===== src/rtl/rgbc_pkg.sv =====
// Shared types and constants of the run group bin combiner.
`default_nettype none

package rgbc_pkg;

  localparam int MAX_BINS  = 256;
  localparam int LABEL_W   = 8;
  localparam int MAG_W     = 16;
  localparam int COL_W     = 8;
  localparam int CNT_W     = $clog2(MAX_BINS + 1);
  localparam int LSUM_W    = MAG_W + $clog2(MAX_BINS);
  localparam int CSUM_W    = COL_W + $clog2(MAX_BINS);
  localparam int NCOL      = 3;
  localparam int NLANES    = NCOL + 1;
  localparam int DIV_STEPS = LSUM_W;
  localparam int DIV_CW    = $clog2(DIV_STEPS);
  localparam int JQ_DEPTH  = 2;
  localparam int JQ_AW     = $clog2(JQ_DEPTH);

  typedef enum logic [1:0] {
    MODE_NONE = 2'd0,
    MODE_AVG  = 2'd1,
    MODE_ALL  = 2'd2,
    MODE_MAX  = 2'd3
  } mode_e;

  typedef enum logic [1:0] {
    FS_IDLE,
    FS_CLOSE,
    FS_BIN
  } front_state_e;

  typedef enum logic [1:0] {
    BS_IDLE,
    BS_DIV,
    BS_HOLD
  } back_state_e;

  typedef enum logic {
    JK_DIRECT,
    JK_AVG
  } job_kind_e;

  typedef struct packed {
    logic [LABEL_W-1:0]              label;
    logic [MAG_W-1:0]                mag;
    logic [NCOL-1:0][COL_W-1:0]      color;
    logic                            fe;
  } item_t;

  typedef struct packed {
    logic [CNT_W-1:0]                count;
    logic [LSUM_W-1:0]               lsum;
    logic [NCOL-1:0][CSUM_W-1:0]     csum;
    logic [MAG_W-1:0]                peak;
    logic [NCOL-1:0][COL_W-1:0]      pcolor;
  } acc_t;

  typedef struct packed {
    job_kind_e                       kind;
    logic [LABEL_W-1:0]              grp;
    logic [CNT_W-1:0]                count;
    logic [LSUM_W-1:0]               lsum;
    logic [NCOL-1:0][CSUM_W-1:0]     csum;
    logic                            done;
  } job_t;

  typedef struct packed {
    logic [LABEL_W-1:0]              grp;
    logic [MAG_W-1:0]                level;
    logic [NCOL-1:0][COL_W-1:0]      color;
    logic                            done;
  } res_t;

endpackage

`default_nettype wire


===== src/rtl/rgbc_front.sv =====
// Front end: takes bins, tracks the open group and issues jobs.
`default_nettype none

module rgbc_front (
  input  wire                   clk_i,
  input  wire                   rst_ni,
  input  rgbc_pkg::mode_e       mode_i,
  input  wire                   push_i,
  input  rgbc_pkg::item_t       item_i,
  output logic                  busy_o,
  output logic                  job_push_o,
  output rgbc_pkg::job_t        job_o,
  input  wire                   job_full_i
);

  rgbc_pkg::front_state_e         state_q, state_d;
  rgbc_pkg::item_t                item_q, item_d;
  rgbc_pkg::acc_t                 acc_q, acc_d, acc_next;
  logic [rgbc_pkg::LABEL_W-1:0]   grp_q, grp_d;
  logic [rgbc_pkg::LABEL_W-1:0]   label_q, label_d;
  logic                           active_q, active_d;
  logic                           combine;
  logic                           need_push;

  function automatic rgbc_pkg::job_t close_job(rgbc_pkg::mode_e m,
                                               logic [rgbc_pkg::LABEL_W-1:0] g,
                                               rgbc_pkg::acc_t a, logic d);
    rgbc_pkg::job_t j;
    j = '0;
    j.grp  = g;
    j.done = d;
    if (m == rgbc_pkg::MODE_AVG) begin
      j.kind  = rgbc_pkg::JK_AVG;
      j.count = a.count;
      j.lsum  = a.lsum;
      j.csum  = a.csum;
    end else begin
      j.kind = rgbc_pkg::JK_DIRECT;
      j.lsum = rgbc_pkg::LSUM_W'(a.peak);
      for (int k = 0; k < rgbc_pkg::NCOL; k++) begin
        j.csum[k] = rgbc_pkg::CSUM_W'(a.pcolor[k]);
      end
    end
    return j;
  endfunction

  assign combine = (mode_i == rgbc_pkg::MODE_AVG) || (mode_i == rgbc_pkg::MODE_MAX);
  assign busy_o  = (state_q != rgbc_pkg::FS_IDLE);

  always_comb begin
    acc_next = acc_q;
    if (acc_q.count < rgbc_pkg::CNT_W'(rgbc_pkg::MAX_BINS)) begin
      acc_next.count = acc_q.count + 1'b1;
      acc_next.lsum  = acc_q.lsum + rgbc_pkg::LSUM_W'(item_q.mag);
      for (int k = 0; k < rgbc_pkg::NCOL; k++) begin
        acc_next.csum[k] = acc_q.csum[k] + rgbc_pkg::CSUM_W'(item_q.color[k]);
      end
    end
    if (item_q.mag > acc_q.peak) begin
      acc_next.peak   = item_q.mag;
      acc_next.pcolor = item_q.color;
    end
  end

  always_comb begin
    state_d    = state_q;
    item_d     = item_q;
    acc_d      = acc_q;
    grp_d      = grp_q;
    label_d    = label_q;
    active_d   = active_q;
    job_push_o = 1'b0;
    job_o      = '0;
    need_push  = 1'b0;
    unique case (state_q)
      rgbc_pkg::FS_IDLE: begin
        if (push_i) begin
          item_d  = item_i;
          state_d = rgbc_pkg::FS_CLOSE;
        end
      end
      rgbc_pkg::FS_CLOSE: begin
        if (active_q && (item_q.label != label_q)) begin
          need_push = combine;
          job_o     = close_job(mode_i, grp_q, acc_q, 1'b0);
          if (!need_push || !job_full_i) begin
            job_push_o = need_push;
            grp_d      = grp_q + 1'b1;
            acc_d      = '0;
            state_d    = rgbc_pkg::FS_BIN;
          end
        end else begin
          state_d = rgbc_pkg::FS_BIN;
        end
      end
      rgbc_pkg::FS_BIN: begin
        if (combine) begin
          need_push = item_q.fe;
          job_o     = close_job(mode_i, grp_q, acc_next, 1'b1);
        end else begin
          need_push  = 1'b1;
          job_o.kind = rgbc_pkg::JK_DIRECT;
          job_o.grp  = (mode_i == rgbc_pkg::MODE_NONE) ? item_q.label : grp_q;
          job_o.lsum = rgbc_pkg::LSUM_W'(item_q.mag);
          for (int k = 0; k < rgbc_pkg::NCOL; k++) begin
            job_o.csum[k] = rgbc_pkg::CSUM_W'(item_q.color[k]);
          end
          job_o.done = item_q.fe;
        end
        if (!need_push || !job_full_i) begin
          job_push_o = need_push;
          state_d    = rgbc_pkg::FS_IDLE;
          if (item_q.fe) begin
            active_d = 1'b0;
            label_d  = '0;
            grp_d    = '0;
            acc_d    = '0;
          end else begin
            active_d = 1'b1;
            label_d  = item_q.label;
            acc_d    = acc_next;
          end
        end
      end
      default: state_d = rgbc_pkg::FS_IDLE;
    endcase
  end

  always_ff @(posedge clk_i or negedge rst_ni) begin
    if (!rst_ni) begin
      state_q  <= rgbc_pkg::FS_IDLE;
      acc_q    <= '0;
      grp_q    <= '0;
      label_q  <= '0;
      active_q <= 1'b0;
    end else begin
      state_q  <= state_d;
      acc_q    <= acc_d;
      grp_q    <= grp_d;
      label_q  <= label_d;
      active_q <= active_d;
    end
  end

  always_ff @(posedge clk_i) begin
    item_q <= item_d;
  end

  a_idle_no_job: assert property (@(posedge clk_i) disable iff (!rst_ni)
    (state_q == rgbc_pkg::FS_IDLE) |-> !job_push_o)
    else $error("job issued with no bin in hand");

  a_count_bound: assert property (@(posedge clk_i) disable iff (!rst_ni)
    acc_q.count <= rgbc_pkg::CNT_W'(rgbc_pkg::MAX_BINS))
    else $error("member count beyond limit");

endmodule

`default_nettype wire


===== src/rtl/rgbc_job_fifo.sv =====
// Short job queue between the front and back ends.
`default_nettype none

module rgbc_job_fifo (
  input  wire                   clk_i,
  input  wire                   rst_ni,
  input  wire                   push_i,
  input  rgbc_pkg::job_t        job_i,
  output logic                  full_o,
  input  wire                   pop_i,
  output logic                  valid_o,
  output rgbc_pkg::job_t        job_o
);

  rgbc_pkg::job_t               mem_q [rgbc_pkg::JQ_DEPTH];
  logic [rgbc_pkg::JQ_AW-1:0]   wr_q, rd_q;
  logic [rgbc_pkg::JQ_AW:0]     cnt_q;
  logic                         do_push, do_pop;

  assign full_o  = (cnt_q == (rgbc_pkg::JQ_AW + 1)'(rgbc_pkg::JQ_DEPTH));
  assign valid_o = (cnt_q != '0);
  assign job_o   = mem_q[rd_q];
  assign do_push = push_i && !full_o;
  assign do_pop  = pop_i && valid_o;

  always_ff @(posedge clk_i or negedge rst_ni) begin
    if (!rst_ni) begin
      wr_q  <= '0;
      rd_q  <= '0;
      cnt_q <= '0;
    end else begin
      if (do_push) wr_q <= wr_q + 1'b1;
      if (do_pop) rd_q <= rd_q + 1'b1;
      if (do_push && !do_pop) begin
        cnt_q <= cnt_q + 1'b1;
      end else if (do_pop && !do_push) begin
        cnt_q <= cnt_q - 1'b1;
      end
    end
  end

  always_ff @(posedge clk_i) begin
    if (do_push) mem_q[wr_q] <= job_i;
  end

  a_no_overflow: assert property (@(posedge clk_i) disable iff (!rst_ni)
    !(push_i && full_o))
    else $error("job pushed into full queue");

endmodule

`default_nettype wire


===== src/rtl/rgbc_back.sv =====
// Back end: carries out jobs, divides group sums, holds the result.
`default_nettype none

module rgbc_back (
  input  wire                   clk_i,
  input  wire                   rst_ni,
  input  wire                   job_valid_i,
  input  rgbc_pkg::job_t        job_i,
  output logic                  job_pop_o,
  output logic                  res_valid_o,
  output rgbc_pkg::res_t        res_o,
  input  wire                   pop_i
);

  rgbc_pkg::back_state_e         state_q, state_d;
  rgbc_pkg::res_t                out_q, out_d;
  logic                          out_valid_q;
  logic                          out_load, out_free, div_load, div_step;
  logic [rgbc_pkg::CNT_W-1:0]    rem_q [rgbc_pkg::NLANES];
  logic [rgbc_pkg::CNT_W-1:0]    rem_d [rgbc_pkg::NLANES];
  logic [rgbc_pkg::LSUM_W-1:0]   quo_q [rgbc_pkg::NLANES];
  logic [rgbc_pkg::LSUM_W-1:0]   quo_d [rgbc_pkg::NLANES];
  logic [rgbc_pkg::CNT_W:0]      trial [rgbc_pkg::NLANES];
  logic [rgbc_pkg::CNT_W-1:0]    div_q;
  logic [rgbc_pkg::DIV_CW-1:0]   cnt_q;
  logic [rgbc_pkg::LABEL_W-1:0]  grp_q;
  logic                          done_q;

  assign out_free    = !out_valid_q || pop_i;
  assign res_valid_o = out_valid_q;
  assign res_o       = out_q;

  always_comb begin
    for (int k = 0; k < rgbc_pkg::NLANES; k++) begin
      trial[k] = {rem_q[k], quo_q[k][rgbc_pkg::LSUM_W-1]};
      if (trial[k] >= {1'b0, div_q}) begin
        rem_d[k] = rgbc_pkg::CNT_W'(trial[k] - {1'b0, div_q});
        quo_d[k] = {quo_q[k][rgbc_pkg::LSUM_W-2:0], 1'b1};
      end else begin
        rem_d[k] = rgbc_pkg::CNT_W'(trial[k]);
        quo_d[k] = {quo_q[k][rgbc_pkg::LSUM_W-2:0], 1'b0};
      end
    end
  end

  always_comb begin
    state_d   = state_q;
    job_pop_o = 1'b0;
    out_load  = 1'b0;
    div_load  = 1'b0;
    div_step  = 1'b0;
    out_d     = '0;
    unique case (state_q)
      rgbc_pkg::BS_IDLE: begin
        out_d.grp  = job_i.grp;
        out_d.done = job_i.done;
        if (job_i.kind == rgbc_pkg::JK_DIRECT) begin
          out_d.level = job_i.lsum[rgbc_pkg::MAG_W-1:0];
          for (int k = 0; k < rgbc_pkg::NCOL; k++) begin
            out_d.color[k] = job_i.csum[k][rgbc_pkg::COL_W-1:0];
          end
        end
        if (job_valid_i) begin
          if ((job_i.kind == rgbc_pkg::JK_AVG) && (job_i.count != '0)) begin
            job_pop_o = 1'b1;
            div_load  = 1'b1;
            state_d   = rgbc_pkg::BS_DIV;
          end else if (out_free) begin
            job_pop_o = 1'b1;
            out_load  = 1'b1;
          end
        end
      end
      rgbc_pkg::BS_DIV: begin
        div_step = 1'b1;
        if (cnt_q == rgbc_pkg::DIV_CW'(rgbc_pkg::DIV_STEPS - 1)) begin
          state_d = rgbc_pkg::BS_HOLD;
        end
      end
      rgbc_pkg::BS_HOLD: begin
        out_d.grp   = grp_q;
        out_d.done  = done_q;
        out_d.level = quo_q[0][rgbc_pkg::MAG_W-1:0];
        for (int k = 0; k < rgbc_pkg::NCOL; k++) begin
          out_d.color[k] = quo_q[k+1][rgbc_pkg::COL_W-1:0];
        end
        if (out_free) begin
          out_load = 1'b1;
          state_d  = rgbc_pkg::BS_IDLE;
        end
      end
      default: state_d = rgbc_pkg::BS_IDLE;
    endcase
  end

  always_ff @(posedge clk_i or negedge rst_ni) begin
    if (!rst_ni) begin
      state_q     <= rgbc_pkg::BS_IDLE;
      out_valid_q <= 1'b0;
    end else begin
      state_q     <= state_d;
      out_valid_q <= out_load || (out_valid_q && !pop_i);
    end
  end

  always_ff @(posedge clk_i) begin
    if (out_load) out_q <= out_d;
    if (div_load) begin
      div_q    <= job_i.count;
      grp_q    <= job_i.grp;
      done_q   <= job_i.done;
      cnt_q    <= '0;
      quo_q[0] <= job_i.lsum;
      for (int k = 0; k < rgbc_pkg::NCOL; k++) begin
        quo_q[k+1] <= rgbc_pkg::LSUM_W'(job_i.csum[k]);
      end
      for (int k = 0; k < rgbc_pkg::NLANES; k++) begin
        rem_q[k] <= '0;
      end
    end else if (div_step) begin
      cnt_q <= cnt_q + 1'b1;
      for (int k = 0; k < rgbc_pkg::NLANES; k++) begin
        rem_q[k] <= rem_d[k];
        quo_q[k] <= quo_d[k];
      end
    end
  end

  a_div_nonzero: assert property (@(posedge clk_i) disable iff (!rst_ni)
    (state_q == rgbc_pkg::BS_DIV) |-> (div_q != '0))
    else $error("division by zero member count");

  a_no_overwrite: assert property (@(posedge clk_i) disable iff (!rst_ni)
    (out_load && out_valid_q) |-> pop_i)
    else $error("waiting result overwritten");

endmodule

`default_nettype wire


===== src/rtl/run_group_bin_combiner.sv =====
// Top level of the run group bin combiner.
// Usage:
//   Input queue side: drive a bin on column_label_i .. frame_end_i and raise
//   push; a transfer takes place on a clock edge with push high and full low.
//   Result queue side: while empty is low the oldest result is on the result
//   ports; raise pop to take it. mode_we_i writes mode_i (0 none, 1 average,
//   2 relabel all, 3 maximum); write it only while the block is idle.
// Flow:
//   The front end takes each bin through accept, group close and accumulate
//   in turn and takes no new bin until it is done with the last. Results go
//   through the job queue and the back end's output register; a group closed
//   by a label change is issued from the group close step. An average result
//   goes through a 24-step shift-subtract divider for the level and the three
//   color sums in parallel; the back end takes no new job until it has handed
//   on the quotients. A 2-entry job queue lets the front end keep taking bins
//   while the divider runs; the front stalls only when that queue is full.
// Reset: clears the mode to none, the open group, the queue and the result.
// Stall: when pop stays low the result holds, the back end stops at its
//   next output, the job queue fills and then full stays high.
`default_nettype none

module run_group_bin_combiner (
  input  wire         clk_i,
  input  wire         rst_ni,
  input  wire         mode_we_i,
  input  wire  [1:0]  mode_i,
  input  wire         push,
  output logic        full,
  input  wire  [7:0]  column_label_i,
  input  wire  [15:0] magnitude_i,
  input  wire  [7:0]  red_in_i,
  input  wire  [7:0]  green_in_i,
  input  wire  [7:0]  blue_in_i,
  input  wire         frame_end_i,
  output logic        empty,
  input  wire         pop,
  output logic [7:0]  group_number_o,
  output logic [15:0] level_o,
  output logic [7:0]  red_out_o,
  output logic [7:0]  green_out_o,
  output logic [7:0]  blue_out_o,
  output logic        frame_done_o
);

  rgbc_pkg::mode_e   mode_q;
  rgbc_pkg::item_t   item;
  rgbc_pkg::job_t    fr_job, bk_job;
  rgbc_pkg::res_t    res;
  logic              fr_push, jq_full, jq_valid, bk_pop, res_valid;

  always_ff @(posedge clk_i or negedge rst_ni) begin
    if (!rst_ni) begin
      mode_q <= rgbc_pkg::MODE_NONE;
    end else if (mode_we_i) begin
      mode_q <= rgbc_pkg::mode_e'(mode_i);
    end
  end

  assign item.label    = column_label_i;
  assign item.mag      = magnitude_i;
  assign item.color[0] = red_in_i;
  assign item.color[1] = green_in_i;
  assign item.color[2] = blue_in_i;
  assign item.fe       = frame_end_i;

  rgbc_front u_front (
    .clk_i      (clk_i),
    .rst_ni     (rst_ni),
    .mode_i     (mode_q),
    .push_i     (push),
    .item_i     (item),
    .busy_o     (full),
    .job_push_o (fr_push),
    .job_o      (fr_job),
    .job_full_i (jq_full)
  );

  rgbc_job_fifo u_jq (
    .clk_i   (clk_i),
    .rst_ni  (rst_ni),
    .push_i  (fr_push),
    .job_i   (fr_job),
    .full_o  (jq_full),
    .pop_i   (bk_pop),
    .valid_o (jq_valid),
    .job_o   (bk_job)
  );

  rgbc_back u_back (
    .clk_i       (clk_i),
    .rst_ni      (rst_ni),
    .job_valid_i (jq_valid),
    .job_i       (bk_job),
    .job_pop_o   (bk_pop),
    .res_valid_o (res_valid),
    .res_o       (res),
    .pop_i       (pop)
  );

  assign empty          = !res_valid;
  assign group_number_o = res.grp;
  assign level_o        = res.level;
  assign red_out_o      = res.color[0];
  assign green_out_o    = res.color[1];
  assign blue_out_o     = res.color[2];
  assign frame_done_o   = res.done;

endmodule

`default_nettype wire

===== config.mk =====
export PLATFORM = sky130hd
export DESIGN_NAME = run_group_bin_combiner
export DESIGN_NICKNAME = d
export VERILOG_FILES = /design/src/rtl/rgbc_pkg.sv /design/src/rtl/rgbc_front.sv /design/src/rtl/rgbc_job_fifo.sv /design/src/rtl/rgbc_back.sv /design/src/rtl/run_group_bin_combiner.sv
export SDC_FILE = /design/constraint.sdc
export NUM_CORES = 1
export LEC_CHECK = 0
export BUFFER_PORTS_ARGS = -buffer_cell sky130_fd_sc_hd__buf_2
export CAP_MARGIN = 25
export CORE_MARGIN = 2
export CORE_UTILIZATION = 60
export DETAILED_ROUTE_END_ITERATION = 12
export PLACE_DENSITY = 0.81
export REMOVE_ABC_BUFFERS = 1
export SKIP_LAST_GASP = 1
export SLEW_MARGIN = 40
export SYNTH_ARGS = -nofsm -noshare
export SYNTH_HDL_FRONTEND = slang
export SYNTH_SLANG_ARGS = --single-unit

===== constraint.sdc =====
create_clock -name clk_i -period 13.7 [get_ports clk_i]
set_input_delay 0.685 -clock clk_i [delete_from_list [all_inputs] [get_ports clk_i]]
set_output_delay 0.685 -clock clk_i [all_outputs]
set_load 0.01 [all_outputs]

Yosys cells after proc, flatten, opt, wreduce, memory -nomap -nowiden. Memories as Yosys holds them, arrays and structs flattened. Index checks and enable logic that the tools add are counted.

Register bits: 270. Bits in writable memories: 314. Input port bits: 56. Output and inout bits: 51. Logic and storage cells: 198. Memories kept: 3.

Memory list: u_jq.mem_q (depth 2, bits a word 91, read ports 1, clocked after Yosys merged registers in 0, wr ports 1, RTL line rgbc_job_fifo.sv:15) `rgbc_pkg::job_t mem_q [rgbc_pkg::JQ_DEPTH];`; u_back.quo_q (depth 4, bits a word 24, read ports 4, clocked after Yosys merged registers in 0, wr ports 4, RTL line rgbc_back.sv:21) `logic [rgbc_pkg::LSUM_W-1:0] quo_q [rgbc_pkg::NLANES];`; u_back.rem_q (depth 4, bits a word 9, read ports 4, clocked after Yosys merged registers in 0, wr ports 4, RTL line rgbc_back.sv:19) `logic [rgbc_pkg::CNT_W-1:0] rem_q [rgbc_pkg::NLANES];`.

$add $sub $neg: 15. Order comparisons: 6. Eq/ne operators: 19. Mux-type cells: 79. Bitwise logic cells: 8. Reductions and logical operators: 33.

Operators by type and width (count): $mux W121 (4); $pmux W121 S2 (1); $pmux W91 S2 (1); $mux W72 (2); $mux W9 (12); $pmux W49 S2 (1); $mux W24 (4); $mux W91 (1); $mux W81 (1); $mux W40 (2); $mux W73 (1); $add A16 B8 Y16 (3); $mux W8 (6); $ge A10 B9 Y1 (4); $sub A9 B9 Y9 (4); $mux W1 (28); $add A24 B16 Y24 (1); $mux W2 (10); $gt A16 B16 Y1 (1); $pmux W8 S2 (1); $ne A2 B1 Y1 const B (7); $pmux W2 S3 (2); $add A9 B1 Y9 const B (1); $lt A9 B9 Y1 const B (1); other kinds (23) (61).

Logic depth before layout (Yosys ltp). Gate-level depths: netlist of the first run.

Depth in word-level cells: 13. Mapped depth: 11.

By module. Synthesis of the first run repeated with hierarchy kept, for this count alone.

Cells, all modules: 2709. Area total of the unflattened synthesis: 30496.7 sq um.

Modules (own cells, without submodules): rgbc_front (instances 1, cells each 1483, area an instance 12988.7 sq um, seq. area each 4974.8 sq um); rgbc_back (instances 1, cells each 919, area an instance 10267.3 sq um, seq. area each 6150.9 sq um); rgbc_job_fifo (instances 1, cells each 302, area an instance 7164.4 sq um, seq. area each 5565.3 sq um); run_group_bin_combiner (instances 1, cells each 5, area an instance 76.3 sq um, seq. area each 50.0 sq um).

Least setup slack after synthesis of the first run. Ideal clock, no wire load.

Path type: register -> register. Start point: register u_jq.rd_q. End point: memory u_back.quo_q[0][0] (netlist name) (enable). Arrival time: 10431 ps. Required time: 12895 ps. Setup slack: 2464 ps. Stages on the path, launching flop included: 6. Buffers on the path: 1. Clock period less this slack: 11236 ps. Cells stage by stage: dfrtp_1 -> clkbuf_1 -> mux2_2 -> nor3_1 -> a31o_2 -> o21ai_0.

RTL lines: from (decl) (RTL line rgbc_job_fifo.sv:16) `logic [rgbc_pkg::JQ_AW-1:0] wr_q, rd_q;`; from (signal assigned) (RTL line rgbc_job_fifo.sv:33) `if (do_pop) rd_q <= rd_q + 1'b1;`; to (decl) (RTL line rgbc_back.sv:21).

Worst setup path in the final report of the first run.
Start point: register u_front.state_q[1]. End point: memory u_jq.mem_q[0][46] (netlist name) (enable).

Cells in the longest elaborated chain, start to end: 5. Elaborated cells between the ends (all ways): 6.

Ends and longest elaborated chain: from (decl) (RTL line rgbc_front.sv:16) `rgbc_pkg::front_state_e state_q, state_d;`; from (signal assigned) (RTL line rgbc_front.sv:131) `state_q <= rgbc_pkg::FS_IDLE;`; from (signal assigned) (RTL line rgbc_front.sv:137) `state_q <= state_d;`; $eq A2 B2 Y1 or $eq A2 B1 Y1 (tied branches) (RTL line rgbc_front.sv:75) `unique case (state_q)`; $pmux W1 S2 * (RTL line rgbc_front.sv:75); $logic_and A1 B1 Y1 * (RTL line rgbc_job_fifo.sv:23) `assign do_push = push_i && !full_o;`; net u_jq.do_push (RTL line rgbc_job_fifo.sv:18) `logic do_push, do_pop;`; $mux W1 * (RTL line rgbc_job_fifo.sv:43) `if (do_push) mem_q[wr_q] <= job_i;`; $mux W1 (not written as such) * (RTL line rgbc_job_fifo.sv:43); to (decl) (RTL line rgbc_job_fifo.sv:15).

Mark *: on every way through the listed nets, which the timed path passes. The rest lies on a longest branch.

==> metrics.md, run 1 <==
| Metric | Value |
|---|---|
| Post-DP Area | `31,100 sq um` |
| Vias | `23,000` |
| Drt drc | `0` |
| Clock skew | `about 29 ps` |
| FF-to-FF End | `u_jq.mem_q[0][46]$_DFFE_PP_` |
| CP required | `around 14,000 ps` |
| Distinct cells, synth | `slightly above 80` |
| Critical path class | `reg2reg` |
| 1st-iter DRT viols | `between 3,000 and 4,000` |
| Vias in the first global route | `22,900` |
| Design area | `roughly 33,000 sq um` |
| End point of the worst hold path | `u_front.item_q[9]$_DFFE_PP_` |
| Sequential area share after synthesis | `56.1%` |
| First-pass GRT wire length | `126,000 um` |
| Wirelength, routed | `about 81,000 um` |
| Max-Cap Viols | `0` |
| Worst skew pair latency | `640 ps` |
| Flops & latches, synth | `just under 600` |
| Die height | `227 um` |
| Worst-path cell chain | `inv_1, ha_1, o211a_1, buf_4, a22o_1, and3_1, nor2b_4, buf_8, buf_6` |
| Clock Path Buffers | `3` |
| CTS sink cnt | `approximately 580` |
| Die area | `between 50,000 and 60,000 sq um` |
| Crit path DAT | `around 3900 ps` |
| Port bufs | `106` |
| Commonest non-fill, non-tap cells in the layout | `edfxtp_1, nand2_1, o21ai_0` |
| Setup violators final | `0` |
| Reg clk slew, reported paths | `roughly 60 ps` |
| Initial antenna violation count | `1` |
| Core ar. | `49,100 sq um` |
| Grt total ovfl | `0` |
| Worst-Margin Slew | `slightly above 900 ps` |
| Vias/cell | `~6.7` |
| Worst hold start | `green_in_i[0]` |
| Largest net degree at the start of global routing | `91` |
| Status | `complete, no violations` |
| Wirelength per Cell | `23.4 um` |
| Worst Setup End Kind | `flop` |
| I/O pin cnt | `about 110` |
| CTS buffer count | `59` |
| Routed Antenna Nets | `0` |
| Final hold viol count | `0` |
| Crit path buffers/inverters | `4` |
| Lkg Pwr | `12.8 nW` |
| Final setup TNS | `0 ps` |
| Max incr delay on CP | `620 ps` |
| Syn Std Cell Area | `roughly 30,000 sq um` |
| Worst hold path depth | `1` |
| CTS H-tree lvls | `2` |
| Worst hold path type | `in2reg` |
| Pwr/cell area | `225 nW/um^2` |
| Reg2reg setup slack | `10,020 ps` |
| GRT Util Overall | `a little under a third` |
| Global placement routability congestion | `between 0.9 and 1` |
| Final Net Count | `between 2,000 and 3,000` |
| CTS resizes | `0` |
| Antenna diodes | `0` |
| Slew HR | `between 30% and 40%` |
| FF-to-FF path depth | `9` |
| Standard-cell rows | `81` |
| Die W | `about 230 um` |
| Final Max Tran Viols | `0` |
| Reg2reg start | `u_front.state_q[1]$_DFFE_PN0P_` |
| FMAX | `roughly 270 MHz` |
| Max VDD drop | `0.000155 V` |
| Most common cell after layout, fill and taps aside | `edfxtp_1` |
| CP max-delay cell | `buf_6` |
| CP top delay family | `buffers and inverters` |
| DR pass1 iterations | `7` |
| Area delta synth->final | `10.9%` |
| CTS root buf | `clkbuf_16` |
| Fin crit period | `3680 ps` |
| CTS tree | `built` |
| Post-synthesis cell count | `2,694` |
| Synth async-reset ratio | `about 26%` |
| Initial core utilization | `between 60 and 70%` |
| CP Launch Type | `flop` |
| Final worst-path cycle share | `26.8%` |
| DP HPWL | `just over 50,000 um` |
| Ys flop type | `edfxtp_1` |
| Share of cells above drive strength 1 | `11.7%` |
| Number of synthesized flops with an enable pin | `430` |
| RSZ-0062 raised after global routing | `false` |
| Mean post-synth cell area | `11.1 sq um` |
| Yosys warnings | `0` |
| Critical Path Fanout Max | `64` |
[stage by stage]
stage / hold slack [ps] / setup slack [ps] / instances / total power, mW / util (%)
global route: 207 / 9880 / 3458 / 7.86 / 67.5
detailed placement: 488 / 9980 / 3345 / 5.75 / 63.4
global placement: 465 / 9890 / 3338 / 5.59 / 63.1
finish: 224 / 10020 / 3458 / 7.47 / 67.5
floorplan: 389 / 14.4 / 2531 / 4.88 / -
CTS: 122 / 9950 / 3456 / 7.41 / 67.4
[sequential cells by signal, summed over array words and instances (netlist names), 9 cells and up]
| signal | count |
|---|---|
| u_back.rem_q | 36 |
| u_front.item_q | 49 |
| u_front.acc_q | 121 |
| u_back.quo_q | 96 |
| u_back.div_q | 9 |
| u_jq.mem_q | 182 |
| u_back.res_o | 49 |
[worst max path at each step]
stage / start / end / slack (ps) / cells after the start
after detailed placement: u_front.item_q[40]$_DFFE_PP_ / u_jq.mem_q[0][56]$_DFFE_PP_ / 9980 / 9
after CTS: u_front.item_q[37]$_DFFE_PP_ / u_jq.mem_q[0][56]$_DFFE_PP_ / 9950 / 9
after global routing: u_front.state_q[1]$_DFFE_PN0P_ / u_jq.mem_q[0][46]$_DFFE_PP_ / 9880 / 9
after global placement: u_front.state_q[1]$_DFFE_PN0P_ / u_jq.mem_q[0][90]$_DFFE_PP_ / 9890 / 8
after floorplan: u_jq.rd_q$_DFFE_PN0P_ / u_back.quo_q[0][0]$_DFFE_PP_ / 10 / 4
final: u_front.state_q[1]$_DFFE_PN0P_ / u_jq.mem_q[0][46]$_DFFE_PP_ / 10020 / 9
[layer usage]
layer	GRT usage [%]	wire length, um	vias up
met3	5.41	7800	244
met1	42.6	32000	11100
met4	13.8	3320	2
met2	51.2	37900	1411
li1	-	-	10200
met5	0	10	-
[final cells by class]
type | instances | area [sq um]
flip-flops and latches | 584 | 16700
clock buffers | 76 | 1560
inverters | 70 | 263
repair buffers | 152 | 977
well taps | 664 | 831
fillers | 3578 | 15900
clock inverters | 35 | 385
multi-input cells | 1877 | 12400
[cells in the mapped netlist (27+ instances only)]
cell,count,area [sq um]
edfxtp_1,430,12900
nand3_1,38,190
a211oi_1,45,338
buf_2,27,135
a31oi_1,29,181
nor2_1,182,683
inv_1,67,251
clkbuf_1,124,465
o31ai_1,41,308
mux2i_1,98,981
o21ai_0,248,1240
a21o_1,27,203
dfrtp_1,149,3730
mux2_2,27,304
nor3_1,52,260
and2_1,37,231
a22o_1,83,727
nand2_1,248,931
nor2b_1,49,307
ha_1,100,1250
a21oi_1,182,911
xnor2_1,31,272
[cell families (layout without fill, tap and decap cells)]
family	count (synthesis)	in the layout	share of synthesized area [%]
buffers and inverters	233	333	3.09
flip-flops	584	584	56.1
AO/OA/AOI/OAI	845	845	18.4
multiplexers	125	125	4.30
adder cells (fa/ha/maj)	108	108	4.73
XOR/XNOR	53	53	1.55
AND/OR/NAND/NOR	746	746	11.9
[power by group]
group | total (mW) | switching, mW | leakage, nW | internal (mW)
combinational | 2.94 | 1.92 | 5.66 | 1.02
clock | 1.63 | 0.696 | 0.940 | 0.939
sequential | 2.89 | 0.327 | 6.24 | 2.56
total | 7.47 | 2.94 | 12.8 | 4.52
[repair_timing]
item	in CTS	in global routing
hold endpoints to repair	0	39
hold buffers	0	1
buffers inserted	0	0
[worst reg2reg max path, delay by kind of cell (launching register included)]
kind,cells,cell delay (ps)
and+or+nand+nor,2,670
DFF,1,390
buffers and inverters,4,1400
AOI/OAI and AO/OA,2,470
adders and majority gates,1,330
(Power assumes the default switching activity.)
==> run 2, diff against run 1 <==
--- a/config.mk
+++ b/config.mk
@@ -5,12 +5,13 @@
 export SDC_FILE = /design/constraint.sdc
 export NUM_CORES = 1
 export LEC_CHECK = 0
+export ABC_AREA = 1
 export BUFFER_PORTS_ARGS = -buffer_cell sky130_fd_sc_hd__buf_2
 export CAP_MARGIN = 25
 export CORE_MARGIN = 2
-export CORE_UTILIZATION = 60
+export CORE_UTILIZATION = 57
 export DETAILED_ROUTE_END_ITERATION = 12
-export PLACE_DENSITY = 0.81
+export PLACE_DENSITY = 0.8
 export REMOVE_ABC_BUFFERS = 1
 export SKIP_LAST_GASP = 1
 export SLEW_MARGIN = 40
==> constraint.sdc (replaced) <==
create_clock -name clk_i -period 3.2 [get_ports clk_i]
set_input_delay 0.16 -clock clk_i [delete_from_list [all_inputs] [get_ports clk_i]]
set_output_delay 0.16 -clock clk_i [all_outputs]
set_load 0.01 [all_outputs]
==> metrics.md, run 2 <==
| Metric | Value |
|---|---|
| CTS root buf | `clkbuf_16 (unchanged)` |
| Pwr/cell area | `989 nW/um^2 (was 225 nW/um^2)` |
| Vias in the first global route | `23,500 (was 22,900)` |
| Setup violators final | `0 (unchanged)` |
| Distinct cells, synth | `56 (was 82)` |
| Flops & latches, synth | `584 (unchanged)` |
| Yosys warnings | `0 (unchanged)` |
| Clock Path Buffers | `3 (unchanged)` |
| Critical path class | `reg2reg (unchanged)` |
| Share of cells above drive strength 1 | `8.65% (was 11.7%)` |
| Most frequent CP cell | `nand2_1` |
| Vias | `24,300 (was 23,000)` |
| Largest net degree at the start of global routing | `98 (was 91)` |
| Reg2reg setup slack | `490 ps (was 10,020 ps)` |
| FILL cells | `4,030 (was 3,578)` |
| Die area | `54,700 sq um (was 51,600 sq um)` |
| DP HPWL | `49,500 um (was 51,300 um)` |
| Final hold viol count | `0 (unchanged)` |
| Post-synthesis cell count | `3,256 (was 2,694)` |
| Clock skew | `38.1 ps (was 29.0 ps)` |
| Critical Path Fanout Max | `19 (was 64)` |
| Worst-Margin Slew | `748 ps (was 924 ps)` |
| Switching power | `14.0 mW (was 2.94 mW)` |
| CTS tree | `built (unchanged)` |
| CTS resizes | `0 (unchanged)` |
| Final Max Tran Viols | `0 (unchanged)` |
| Cell-internal power | `19.7 mW (was 4.52 mW)` |
| Drt drc | `0 (unchanged)` |
| Commonest non-fill, non-tap cells in the layout | `nand2_1, edfxtp_1, inv_1 (was edfxtp_1, nand2_1, o21ai_0)` |
| Worst path depth | `10 (was 9)` |
| FF-to-FF path depth | `10 (was 9)` |
| DR pass1 iterations | `6 (was 7)` |
| Worst skew pair latency | `640 ps (about the same)` |
| Synth area leaders | `edfxtp_1, dfrtp_1, nand2_1 (was edfxtp_1, dfrtp_1, ha_1)` |
| Area leader, netlist | `edfxtp_1 (unchanged)` |
| Ys flop type | `edfxtp_1 (unchanged)` |
| RSZ-0062 raised after global routing | `false (unchanged)` |
| Lkg Pwr | `14.1 nW (was 12.8 nW)` |
| I/O pin cnt | `107 (unchanged)` |
| Clock network power share | `20.6% (was 21.9%)` |
| Routed Antenna Nets | `0 (unchanged)` |
| FF/Latch Area | `16,700 sq um (unchanged)` |
| Max VDD drop | `0.00137 V (was 0.000155 V)` |
| Max-Cap Viols | `0 (unchanged)` |
| Wirelength per Cell | `19.4 um (was 23.4 um)` |
| Initial core utilization | `57.5% (was 60.9%)` |
| Setup crit start | `u_back.div_q[0]$_DFFE_PP_ (was u_front.state_q[1]$_DFFE_PN0P_)` |
| Flop pwr share | `37.3% (was 38.7%)` |
| CP top delay family | `simple AND/OR/NAND/NOR gates (was buffers and inverters)` |
| 1st-iter DRT viols | `2,575 (was 3,098)` |
| Hold-fix buffers, CTS | `56 (was 0)` |
| Most common cell in the synthesized netlist | `nand2_1 (was edfxtp_1)` |
| Global placement routability congestion | `0.955 (was 0.923)` |
| Max incr delay on CP | `480 ps (was 620 ps)` |
| GRT Util Overall | `29.5% (was 31.7%)` |
| Slew HR | `48.7% (was 37.7%)` |
| Largest Register | `u_jq.mem_q (unchanged)` |
| Area share of the largest cell type after synthesis | `42.9% (was 43.2%)` |
| Logic pwr share | `42.1% (was 39.4%)` |
| Mean post-synth cell area | `9.25 sq um (was 11.1 sq um)` |
| Antenna diodes | `0 (unchanged)` |
| Most common cell after layout, fill and taps aside | `nand2_1 (was edfxtp_1)` |
| CTS sink cnt | `584 (unchanged)` |
| Core ar. | `52,400 sq um (was 49,100 sq um)` |
| CP max-delay cell | `edfxtp_1 (was buf_6)` |
| Grt total ovfl | `0 (unchanged)` |
| CP required | `3670 ps (was 13,940 ps)` |
| Number of synthesized flops with an enable pin | `430 (unchanged)` |
| Synth async-reset ratio | `25.5% (unchanged)` |
| CTS H-tree lvls | `2 (unchanged)` |
| CP Capture Point | `u_back.rem_q[2][0]$_SDFFCE_PN0P_ (was u_jq.mem_q[0][46]$_DFFE_PP_)` |
| Commonest cells post-synth | `nand2_1, edfxtp_1, inv_1 (was edfxtp_1, nand2_1, o21ai_0)` |
| First-pass GRT wire length | `126,000 um (about the same)` |
| Setup Buffers After CTS | `0 (unchanged)` |
| Worst hold path type | `in2reg (unchanged)` |
| Final hold slack | `91.1 ps (was 224 ps)` |
| Standard-cell rows | `84 (was 81)` |
| Final Net Count | `3,551 (was 2,908)` |
| Syn Std Cell Area | `30,100 sq um (was 29,900 sq um)` |
| Sw frac | `41.6% (was 39.4%)` |
| FF-to-FF End | `u_back.rem_q[2][0]$_SDFFCE_PN0P_ (was u_jq.mem_q[0][46]$_DFFE_PP_)` |
| Fin crit period | `2710 ps (was 3680 ps)` |
| Top Registers | `u_jq.mem_q x182, u_front.acc_q x121, u_back.quo_q x96 (unchanged)` |
| Status | `complete, no violations (unchanged)` |
| Worst-path cell chain | `ha_1, fa_1, nand3b_1, nand3_1, nand2_1, o211ai_1, nand2_1, nand2_1, o21ai_0, a21oi_1 (was inv_1, ha_1, o211a_1, buf_4, a22o_1, and3_1, nor2b_4, buf_8, buf_6)` |
| Area delta synth->final | `12.9% (was 10.9%)` |
| Final worst-path cycle share | `84.6% (was 26.8%)` |
| Die height | `234 um (was 227 um)` |
| Reg2reg start | `u_back.div_q[0]$_DFFE_PP_ (was u_front.state_q[1]$_DFFE_PN0P_)` |
| Reg clk slew, reported paths | `60 ps (about the same)` |
| Die W | `234 um (was 227 um)` |
| FMAX | `369 MHz (was 272 MHz)` |
| Vias/cell | `5.89 (was 6.65)` |
| CTS buffer count | `58 (was 59)` |
| Max FFs per register | `182 (unchanged)` |
| Wirelength, routed | `80,000 um (was 81,000 um)` |
| Overall power | `33.6 mW (was 7.47 mW)` |
| Crit path DAT | `3180 ps (was 3920 ps)` |
| Initial antenna violation count | `2 (was 1)` |
| Multi-input gate area | `11,600 sq um (was 12,400 sq um)` |
| Crit path buffers/inverters | `0 (was 4)` |
| Port bufs | `106 (unchanged)` |
| Worst Setup End Kind | `flop (unchanged)` |
| CP Launch Type | `flop (unchanged)` |
| Sequential area share after synthesis | `55.6% (was 56.1%)` |
[run 2: cell count changes in the layout (fill, tap and decap cells not counted), moves of 46 or more]
cell           change
a21oi_1           +83
nand3_1          +189
a22o_1            -68
inv_1            +236
mux2i_1           -65
dlygate4sd3_1     +55
nor2b_1           -46
nand2_1          +585
[run 2: cells by family after synthesis]
| kind of cell | Yosys count | synth area share, % |
|---|---|---|
| adders and majority gates | 108 | 4.68 |
| xor gates and xnor gates | 51 | 1.48 |
| and+or+nand+nor | 1321 | 18.1 |
| AOI/OAI and AO/OA | 691 | 12.8 |
| buffers and inverters | 467 | 6.22 |
| DFF | 584 | 55.6 |
| muxes | 34 | 1.13 |
[run 2: worst reg2reg max path: stages, from the launching register on]
cell      delay (ps)
edfxtp_1         480
ha_1             270
fa_1             400
nand3b_1         170
nand3_1          130
nand2_1           80
o211ai_1         120
nand2_1           80
nand2_1          480
o21ai_0          190
a21oi_1          160
[run 2: per-layer routing]
metal / routed length (um) / global-route usage [%] / vias to the layer above
met2: 36900 / 48.3 / 1281
met5: 13 / 0 / -
li1: - / - / 11400
met4: 2730 / 11.0 / 2
met1: 31800 / 38.7 / 11400
met3: 8620 / 6.59 / 213
[run 2: power by group through the flow]
stage / Sequential [mW] / Combinational (mW) / Clock (mW)
after floorplan: 12.6 / 8.82 / 0
after global placement: 12.6 / 13.4 / 0
after detailed placement: 12.6 / 13.7 / 0
after CTS: 12.5 / 13.9 / 7.01
after global routing: 12.7 / 15.6 / 7.33
final: 12.5 / 14.1 / 6.94
[run 2: per-stage QoR]
step / utilization, % / setup slack (ps) / cell area, sq um / std cells / TNS, ps
floorplan: - / -4020 / 29500 / 3109 / -1348620
global placement: 60.1 / 630 / 31500 / 3959 / 0
detailed placement: 60.1 / 542 / 31500 / 3959 / 0
CTS: 64.8 / 496 / 34000 / 4123 / 0
global route: 64.8 / 222 / 34000 / 4123 / 0
finish: 64.8 / 492 / 34000 / 4123 / 0
[run 2: worst min path at each step]
| stage | from | slack [ps] | end | cells after the start |
|---|---|---|---|---|
| after global placement | rst_ni | 190 | u_front.label_q[3]$_DFFE_PN0P_ | 1 |
| final | push | 90 | u_front.state_q[1]$_DFFE_PN0P_ | 5 |
| after floorplan | rst_ni | -140 | mode_q[0]$_DFFE_PN0P_ | 0 |
| after CTS | push | 5 | u_front.state_q[1]$_DFFE_PN0P_ | 5 |
| after detailed placement | rst_ni | 200 | u_front.label_q[3]$_DFFE_PN0P_ | 1 |
| after global routing | push | 80 | u_front.state_q[0]$_DFFE_PN0P_ | 5 |
[run 2: area by class of cell]
class / instances / share of cell area (%)
inverters: 320 / 3.55
repair buffers: 218 / 4.98
clock inverters: 20 / 0.618
multi-input cells: 2205 / 34.0
clock buffers: 88 / 5.08
well taps: 688 / 2.53
flip-flops and latches: 584 / 49.2
